### src/assert_macros.svh
// ----------------------------------------------------------------------------
// assertion macros shared by the hash table modules
// ----------------------------------------------------------------------------
`ifndef ASSERT_MACROS_SVH
`define ASSERT_MACROS_SVH

// check on every clock edge outside reset
`define LPHT_ASSERT(lbl, prop, msg) \
  lbl: assert property (@(posedge clk) disable iff (rst) prop) else $error(msg);

// check on every clock edge, reset included
`define LPHT_ASSERT_ALWAYS(lbl, prop, msg) \
  lbl: assert property (@(posedge clk) prop) else $error(msg);

`endif

### src/lpht_pkg.sv
// ----------------------------------------------------------------------------
// lpht_pkg
// types and constants of the linear probing hash table
// ----------------------------------------------------------------------------
`default_nettype none

package lpht_pkg;

  localparam int SLOTS   = 1024;
  localparam int IDX_W   = $clog2(SLOTS);
  localparam int CNT_W   = $clog2(SLOTS + 1);
  localparam int KEY_W   = 64;
  localparam int PAY_W   = 32;
  localparam int CFG_W   = 11;
  localparam int DIV_STEPS = KEY_W;
  localparam int DCNT_W  = $clog2(DIV_STEPS + 1);

  localparam logic [CFG_W-1:0] CFG_RESET = 11'd1024;

  typedef enum logic [1:0] {
    OP_INSERT = 2'd0,
    OP_REMOVE = 2'd1,
    OP_FIND   = 2'd2,
    OP_UNUSED = 2'd3
  } op_t;

  typedef enum logic [1:0] {
    ST_OK        = 2'd0,
    ST_NOT_FOUND = 2'd1,
    ST_FULL      = 2'd2,
    ST_ZERO_KEY  = 2'd3
  } status_t;

  typedef struct packed {
    logic    clr_step;
    logic    load_in;
    logic    mod_start;
    logic    mod_sel_kj;
    logic    set_i_rem;
    logic    step_i;
    logic    rd_sel_j;
    logic    wr_ins;
    logic    latch_hit;
    logic    wr_del_i;
    logic    latch_kj;
    logic    wr_move;
    logic    wr_clr_j;
    logic    step_j;
    logic    res_load;
    status_t res_status;
    logic    res_slot_en;
    logic    res_found_en;
  } cmd_t;

  typedef struct packed {
    logic clr_last;
    op_t  op;
    logic key_zero;
    logic mod_done;
    logic slot_empty;
    logic key_hit;
    logic sweep_end;
    logic c_end;
    logic move_ok;
    logic out_free;
  } sts_t;

endpackage

`default_nettype wire

### src/lpht_ctrl.sv
// ----------------------------------------------------------------------------
// lpht_ctrl
// sequencer for clearing, probing, insert, find and backward-shift removal
// ----------------------------------------------------------------------------
`default_nettype none

`include "assert_macros.svh"

module lpht_ctrl
  import lpht_pkg::*;
(
  input  wire logic clk,
  input  wire logic rst,
  input  wire logic in_valid,
  output logic      in_ready,
  input  wire sts_t sts,
  output cmd_t      cmd
);

  typedef enum logic [11:0] {
    S_CLEAR  = 12'b0000_0000_0001,
    S_IDLE   = 12'b0000_0000_0010,
    S_DECODE = 12'b0000_0000_0100,
    S_MOD    = 12'b0000_0000_1000,
    S_RD     = 12'b0000_0001_0000,
    S_CHK    = 12'b0000_0010_0000,
    S_RM_RD  = 12'b0000_0100_0000,
    S_RM_CHK = 12'b0000_1000_0000,
    S_RM_MOD = 12'b0001_0000_0000,
    S_RM_DIS = 12'b0010_0000_0000,
    S_RM_CLR = 12'b0100_0000_0000,
    S_DONE   = 12'b1000_0000_0000
  } state_t;

  state_t  state, state_next;
  status_t code, code_next;
  logic    slot_en, slot_en_next;
  logic    found_en, found_en_next;

  always_ff @(posedge clk) begin
    if (rst) begin
      state    <= S_CLEAR;
      code     <= ST_OK;
      slot_en  <= 1'b0;
      found_en <= 1'b0;
    end else begin
      state    <= state_next;
      code     <= code_next;
      slot_en  <= slot_en_next;
      found_en <= found_en_next;
    end
  end

  assign in_ready = (state == S_IDLE);

  always_comb begin
    state_next    = state;
    code_next     = code;
    slot_en_next  = slot_en;
    found_en_next = found_en;
    cmd           = '0;
    cmd.res_status = code;
    cmd.res_slot_en = slot_en;
    cmd.res_found_en = found_en;
    case (state)
      S_CLEAR: begin
        cmd.clr_step = 1'b1;
        if (sts.clr_last) begin
          state_next = S_IDLE;
        end
      end
      S_IDLE: begin
        if (in_valid) begin
          cmd.load_in = 1'b1;
          state_next  = S_DECODE;
        end
      end
      S_DECODE: begin
        slot_en_next  = 1'b0;
        found_en_next = 1'b0;
        if (sts.op == OP_UNUSED) begin
          code_next  = ST_NOT_FOUND;
          state_next = S_DONE;
        end else if (sts.key_zero) begin
          code_next  = ST_ZERO_KEY;
          state_next = S_DONE;
        end else begin
          cmd.mod_start = 1'b1;
          state_next    = S_MOD;
        end
      end
      S_MOD: begin
        if (sts.mod_done) begin
          cmd.set_i_rem = 1'b1;
          state_next    = S_RD;
        end
      end
      S_RD: begin
        state_next = S_CHK;
      end
      S_CHK: begin
        if (sts.op == OP_INSERT && sts.slot_empty) begin
          cmd.wr_ins    = 1'b1;
          cmd.latch_hit = 1'b1;
          code_next     = ST_OK;
          slot_en_next  = 1'b1;
          state_next    = S_DONE;
        end else if (sts.op != OP_INSERT && sts.slot_empty) begin
          code_next  = ST_NOT_FOUND;
          state_next = S_DONE;
        end else if (sts.op != OP_INSERT && sts.key_hit) begin
          cmd.latch_hit = 1'b1;
          code_next     = ST_OK;
          slot_en_next  = 1'b1;
          if (sts.op == OP_FIND) begin
            found_en_next = 1'b1;
            state_next    = S_DONE;
          end else begin
            cmd.wr_del_i = 1'b1;
            state_next   = S_RM_RD;
          end
        end else if (sts.sweep_end) begin
          code_next  = (sts.op == OP_INSERT) ? ST_FULL : ST_NOT_FOUND;
          state_next = S_DONE;
        end else begin
          cmd.step_i = 1'b1;
          state_next = S_RD;
        end
      end
      S_RM_RD: begin
        cmd.rd_sel_j = 1'b1;
        if (sts.c_end) begin
          state_next = S_DONE;
        end else begin
          state_next = S_RM_CHK;
        end
      end
      S_RM_CHK: begin
        if (sts.slot_empty) begin
          state_next = S_DONE;
        end else begin
          cmd.latch_kj = 1'b1;
          state_next   = S_RM_MOD;
        end
      end
      S_RM_MOD: begin
        if (!cmd.mod_start && sts.mod_done) begin
          state_next = S_RM_DIS;
        end
      end
      S_RM_DIS: begin
        if (sts.move_ok) begin
          cmd.wr_move = 1'b1;
          state_next  = S_RM_CLR;
        end else begin
          cmd.step_j = 1'b1;
          state_next = S_RM_RD;
        end
      end
      S_RM_CLR: begin
        cmd.wr_clr_j = 1'b1;
        cmd.step_j   = 1'b1;
        state_next   = S_RM_RD;
      end
      S_DONE: begin
        if (sts.out_free) begin
          cmd.res_load = 1'b1;
          state_next   = S_IDLE;
        end
      end
      default: begin
        state_next = S_CLEAR;
      end
    endcase
    if (state == S_RM_CHK && !sts.slot_empty) begin
      cmd.mod_start  = 1'b1;
    end
    cmd.mod_sel_kj = (state == S_RM_CHK) || (state == S_RM_MOD);
  end

  `LPHT_ASSERT(a_no_result_overwrite, cmd.res_load |-> sts.out_free, "pending result overwritten")
  `LPHT_ASSERT(a_accept_only_idle, cmd.load_in |=> state == S_DECODE, "accept outside idle")

endmodule

`default_nettype wire

### config.mk
export PLATFORM = sky130hd
export DESIGN_NAME = lpht_ctrl
export DESIGN_NICKNAME = d
export VERILOG_FILES = /design/src/lpht_pkg.sv /design/src/lpht_ctrl.sv
export VERILOG_INCLUDE_DIRS = /design/src /design/src/src
export SDC_FILE = /design/constraint.sdc
export NUM_CORES = 1
export LEC_CHECK = 0
export BUFFER_PORTS_ARGS = -buffer_cell sky130_fd_sc_hd__buf_2
export CORE_MARGIN = 5
export CORE_UTILIZATION = 40
export DETAILED_ROUTE_END_ITERATION = 7
export SLEW_MARGIN = 10
export SYNTH_ARGS = -nofsm -noshare
export SYNTH_HDL_FRONTEND = slang
export SYNTH_SLANG_ARGS = --single-unit
### constraint.sdc
create_clock -name clk -period 2.25 [get_ports clk]
set_input_delay 0.45 -clock clk [delete_from_list [all_inputs] [get_ports clk]]
set_output_delay 0.45 -clock clk [all_outputs]
set_load 0.05 [all_outputs]
Word-level counts from Yosys, hierarchy flattened --
Index checks and enable logic that the tools add are counted. Widths: inputs -> output; s select.
Storage, ports and cells: register bits 16, output and inout bits 20, word-level logic and storage cells 108
Operators by class: eq/ne operators 27, multiplexer cells 64, reduce and logical (&&, ||, !) cells 13
Operators with widths (number):
- $mux 12 | 14
- $pmux 12 s12 | 1
- $mux 1 | 34
- $mux 2 | 9
- $ne 2x2->1 const B | 9
- $eq 12x1->1 const B | 1
- $eq 12x10->1 const B | 1
- $eq 12x11->1 const B | 1
- $eq 12x12->1 const B | 1
- $eq 12x2->1 const B | 1
- $eq 12x3->1 const B | 1
- $eq 12x4->1 const B | 1
- $eq 12x5->1 const B | 1
- $eq 12x6->1 const B | 1
- $eq 12x7->1 const B | 1
- $eq 12x8->1 const B | 1
- $eq 12x9->1 const B | 1
- $mux 11 | 1
- $reduce_and 5->1 | 2
- $ne 3x3->1 const B | 3
- $pmux 1 s2 | 3
- $reduce_and 3->1 | 2
- $ne 5x5->1 const B | 1
- $eq 2x2->1 const B | 2
- 7 further kinds | 11

Longest topological paths before layout --
Gate-level depths: netlist of the first run.
word-level depth 7, mapped depth 7

Worst setup path before layout of the first run --
Ideal clock, no wire load.
kind flip-flop to output port, start reg state[0], end out cmd[16] in the netlist's numbering, arrival time 2.478 ns, setup slack -0.678 ns, cell stages (with the launch flop) 6, cell sequence dfxtp_1 > buf_6 > nor4_4 > nand2_2 > or3_4 > o21ai_0
RTL lines:
- start: declaration | RTL line lpht_ctrl.sv:35 | state_t state, state_next;
- start signal: assignment | RTL line lpht_ctrl.sv:47 | state <= state_next;
- end: declaration | RTL line lpht_ctrl.sv:17 | output cmd_t cmd

==> results of run 1 <==
[metrics by stage]
step	power, uW	std cells	cell area [um2]	setup slack, ps
floorplan	441	143	1180	-49.3
global placement	497	212	1420	131
detailed placement	500	212	1420	89.9
CTS	664	221	1600	-53.9
global route	731	229	1790	-136
finish	692	229	1790	-70.5
[synth_stat cells, types with 2 or more instances]
cell type,number,area (um2)
dfxtp_1,16,320
nor2_1,15,56.3
a21oi_1,11,55.1
and3_1,9,56.3
nand2_1,9,33.8
nor3_1,7,35.0
nor4_1,6,37.5
o21ai_0,6,30.0
and2_1,5,31.3
inv_1,5,18.8
buf_4,4,30.0
nor4b_1,4,35.0
nor3b_1,3,22.5
buf_2,2,10.0
nand2b_1,2,12.5
nand3_1,2,10.0
nand3b_1,2,15.0
nor2b_1,2,12.5
nor4_4,2,42.5
o211ai_1,2,15.0
o21a_1,2,15.0
[logic make-up after synthesis]
family / share of synthesized area [%]
simple gates: 46.8
mux: 0.873
flops: 27.9
compound gates: 16.4
xor+xnor: 1.53
buf+inv: 6.44
[sequential cells by signal, indices dropped and copies added, names as in the netlist]
name / flops
slot_en: 1
found_en: 1
code: 2
state: 12
[path summary, 6_finish.rpt]
path                                              from                endpoint  slack, ps  depth (start not counted)
worst min-delay path                            sts[2]   state[7]$_SDFFE_PP0P_        330                          2
worst min register to register    code[0]$_SDFFE_PP0P_    code[0]$_SDFFE_PP0P_        490                          2
worst max-delay path             state[5]$_SDFFE_PP0P_                  cmd[7]        -70                          5
worst max register to register  state[10]$_SDFFE_PP0P_  state[11]$_SDFFE_PP0P_        330                          7
[power by group through the flow]
stage,Combinational (uW),Sequential (uW),Clock [uW]
3_5_place_dp,189,311,0
5_1_grt,248,308,175
3_3_place_gp,188,310,0
2_1_floorplan,133,308,0
4_1_cts,200,304,159
6_report,230,306,156
[area by class of cell]
class / instances / area share, %
Multi-Input combinational cell: 114 / 49.2
Tap cell: 31 / 2.17
Timing Repair Buffer: 60 / 27.2
Inverter: 5 / 1.05
Sequential cell: 16 / 19.0
Clock buffer: 3 / 1.26
[timing repair]
action | 4_1_cts | 5_1_grt
setup endpoints to repair | 15 | 16
pin swaps | 10 | 7
buffers inserted | 6 | 8
gates resized for setup | 37 | 35
[per-layer routing]
layer  vias to the layer above  wire (um)  part of all wire [%]  GRT usage (%)
met5                         -          0                     0              0
met4                         0        120                   3.2           7.53
met3                        13        211                   5.6           4.44
met2                        54       1920                    51           31.3
met1                       638       1540                    41           21.7
li1                        645          -                     -              -
==> results_dict.tcl, run 1 <==
set metrics [dict create \
    status "complete, but fails checks" \
    violations "negative setup slack" \
    port_buffers 33 \
    finClkSkew_ps 7.74 \
    io_pins 34 \
    wirelength_um 3790 \
    async_reset_ff_share_pct 0 \
    grt-ovfl-total 0 \
    period_minus_slack_ps 2320 \
    synth_nets 157 \
    final_common_cell "buf_4" \
    cts_tree "yes" \
    nets 214 \
    fin_util_pct 64.8 \
    yosysSeqAreaShare_pct 27.9 \
    fmax_ghz 0.431 \
    crit_type "reg -> out" \
    p_int_uw 454 \
    hold_class "in -> reg" \
    clk_latency_ps 290 \
    ys_types 48 \
    final-seq-area_um2 340 \
    syn_to_final_growth_pct 55.9 \
    drtIter0Drc 113 \
    grt_max_degree 11 \
    slowest_stage "or4_4" \
    setup_viol 5 \
    worst_pin_slew_ps 439 \
    synth_area_um2 1150 \
    swShare_pct 34.4 \
    path_clk_slew_ps 90 \
    chipWidth_um 63.5 \
    syn_inst 143 \
    fp-row-count 19 \
    coreArea_um2 2760 \
    crit_fanout 3 \
    cp_num_buf_inv 1 \
    cp-start-kind "flip-flop" \
    cp.required_ps 1800 \
    finalSetupTns_ps -169 \
    num_vias 1350 \
    clockBufferDepth 2 \
    path_delay_family "simple AND/OR/NAND/NOR gates" \
    fin_crit_sh_pct 103 \
    postRouteAntennaNets 0 \
    cts_root_buf "clkbuf_4" \
    ctsHoldBuffers 0 \
    detail_route.drc_violations 0 \
    clock_sinks 16 \
    die_y_um 63.5 \
    drtPass1Iterations 4 \
    finalHoldViolCount 0 \
    numCtsBuffers 3 \
    multi_input_area_um2 880 \
    slowest_delay_ps 570 \
    hpwl_um 2570 \
    htreeDepth 1 \
    ir_worst_vdd_v 0.000333 \
    antenna_found_initial 0 \
    final_cell_mix "buf_4 (27), buf_2 (17), nor2_1 (12), buf_6 (11), a21oi_1 (10)" \
    fin_hold_ws_ps 326 \
    drive_gt1_share_pct 52.5 \
    rsz0062_at_grt "true" \
    crit_chain "or4_4, nor3_4, and3_4, and2_4, buf_8" \
    grt_pass1_vias 1290 \
    fillCellCount 231 \
    pwr-share-clk_pct 22.5 \
    synth_warnings 0 \
    power.leakage_uw 0.000774 \
    total_switching_power_uw 238 \
    diodes 0 \
    track_usage_pct 18.4 \
    crit_arrival_ps 1870 \
    worst_slack_ps -70.5 \
    dieArea_um2 4040 \
    synth_edf_count 0 \
    vias_per_cell 5.90 \
    drv_cap 0 \
    avgRoutedWirePerCell_um 16.6 \
    drv_slew 0 \
    endpoint_kind "primary output" \
    p_comb_share_pct 33.2 \
    synth_seq_cells 16 \
    p_per_area_nw_per_um2 387 \
    start_util_pct 41.6 \
    gp_congestion 0.838 \
    synthFlopType "dfxtp_1" \
    grt_pass1_wl_um 5950 \
    avgSynthCellArea_um2 8.01 \
    slew_headroom_pct 70.5 \
    seqPwrFrac_pct 44.2 \
]
Note: power is estimated with default switching activity, not from simulation.
==> run 2, diff against run 1 <==
Settings changed: CORE_MARGIN 5 to 2.
==> run 2 against run 1 <==
The run still ends with negative setup slack left. Largest cell class unchanged. Maximum frequency fell by 1.4%. Sequential power barely moved. Register-to-register slack improved by 80 ps. Die area fell by 18%. Core utilization fell by 2.4 points. Count of clock-buffer cells in the layout rose by 1. Via count fell by 3.2%.
==> results_dict.tcl, run 2 (synthesis results as in run 1) <==
set metrics [dict create \
    status "complete, but fails checks" \
    violations "negative setup slack" \
    numCtsBuffers 3 \
    design_area_um2 1710 \
    postRouteAntennaNets 0 \
    routed.top_layer "met4" \
    cp.required_ps 1800 \
    gp_congestion 0.905 \
    io_pins 34 \
    clock_sinks 16 \
    wl_met3_um 140 \
    fin_crit_sh_pct 105 \
    worst_slack_ps -103 \
    track_usage_pct 22.4 \
    grt_pass1_wl_um 5850 \
    diodes 0 \
    p_int_uw 481 \
    cts_root_buf "clkbuf_4" \
    num_vias 1307 \
    drtIter0Drc 53 \
    dieArea_um2 3310 \
    swShare_pct 33.2 \
    hold_class "in -> reg" \
    vias_per_cell 5.78 \
    avgRoutedWirePerCell_um 15.5 \
    drive_gt1_share_pct 48.2 \
    clockBufferDepth 2 \
    htreeDepth 1 \
    endpoint_kind "primary output" \
    fmax_ghz 0.425 \
    total_switching_power_uw 239 \
    seqPwrFrac_pct 42.3 \
    slew_headroom_pct 68.0 \
    drtPass1Iterations 4 \
    pwr-share-clk_pct 27.9 \
    cp-start-kind "flip-flop" \
    start_util_pct 41.9 \
    grt_pass1_vias 1293 \
    antenna_found_initial 0 \
    worst_pin_slew_ps 474 \
    setup_viol 6 \
    coreArea_um2 2730 \
    final_cell_mix "buf_4 (25), buf_2 (18), nor2_1 (13), a21oi_1 (10), buf_6 (9)" \
    port_buffers 33 \
    fin_util_pct 62.4 \
    p_per_area_nw_per_um2 422 \
    p_comb_share_pct 29.8 \
    crit_type "reg -> out" \
    reg_top3 "state: 12 flops, code: 2 flops" \
    final_common_cell "buf_4" \
    rsz0062_at_grt "true" \
    finClkSkew_ps 5.09 \
    grt_max_degree 11 \
    largest_register_ffs 12 \
    hpwl_um 2560 \
    drv_slew 0 \
    crit_fanout 3 \
    ir_worst_vdd_v 0.000298 \
    dpl-instance-area_um2 1420 \
    period_minus_slack_ps 2350 \
    wirelength_um 3500 \
    fp-row-count 19 \
    detail_route.drc_violations 0 \
    cts_tree "yes" \
    chipWidth_um 57.5 \
    regMostFlops "state" \
    power.leakage_uw 0.000754 \
    path_clk_slew_ps 110 \
    fin_cells 226 \
    fin_hold_ws_ps 312 \
    drv_cap 0 \
    wl_met1_um 1600 \
    finalHoldViolCount 0 \
    clk_latency_ps 290 \
    syn_to_final_growth_pct 48.9 \
    wl_met2_um 1750 \
    crit_arrival_ps 1900 \
    die_y_um 57.5 \
    fillCellCount 246 \
    place_ws_ps 73.4 \
    placed_cells 212 \
    nets 210 \
    grt-ovfl-total 0 \
]
==> run 2: cell count changes in the layout (fill, tap and decap cells not counted), sizes merged <==
cell and change:
clkbuf +1, buf -4
==> run 2: power by group through the flow <==
stage | clock [uW] | combinational, uW | sequential, uW
2_1_floorplan | 0 | 133 | 308
5_1_grt | 221 | 232 | 306
4_1_cts | 206 | 204 | 305
3_3_place_gp | 0 | 189 | 309
6_report | 201 | 215 | 305
3_5_place_dp | 0 | 192 | 311
==> run 2: cell type report <==
class | count | area, um2 | area share [%]
well taps | 31 | 38.8 | 2.27
clock buffers | 4 | 36.3 | 2.13
flip-flops and latches | 16 | 338 | 19.8
inverters | 5 | 18.8 | 1.10
repair buffers | 56 | 439 | 25.7
multi-input cells | 114 | 836 | 49.0
==> run 2: worst max-delay path, stage by stage, from the launching register on <==
cell and delay, ps:
dfxtp_2 350, or4_4 580, nor3_4 210, and3_4 210, and2_4 140, buf_8 130
==> run 2: through the flow <==
step	power (uW)	TNS [ps]
6_report	720	-213
5_1_grt	760	-699
4_1_cts	716	-158
3_5_place_dp	503	0
3_3_place_gp	499	0
2_1_floorplan	441	-88.9
==> run 2: worst paths after layout <==
| kind | from | endpoint | slack [ps] | depth (start not counted) |
|---|---|---|---|---|
| worst min register to register | code[0]$_SDFFE_PP0P_ | code[0]$_SDFFE_PP0P_ | 490 | 2 |
| worst max register to register | state[9]$_SDFFE_PP0P_ | state[11]$_SDFFE_PP0P_ | 410 | 6 |
| worst max-delay path | state[5]$_SDFFE_PP0P_ | cmd[7] | -100 | 5 |
| worst min-delay path | sts[2] | state[7]$_SDFFE_PP0P_ | 310 | 2 |
==> run 2: repair_timing <==
item | 4_1_cts | 5_1_grt
resized for setup | 36 | 20
setup endpoints to repair | 13 | 16
hold buffers | 0 | 0
setup buffers | 8 | 2
pin swaps | 12 | 5
==> run 2: per-layer routing <==
metal  vias to the layer above  global-route usage [%]
li1                        631                       -
met1                       644                    31.1
met2                        30                    37.0
met3                         2                    2.72
met4                         0                    5.65
met5                         -                       0
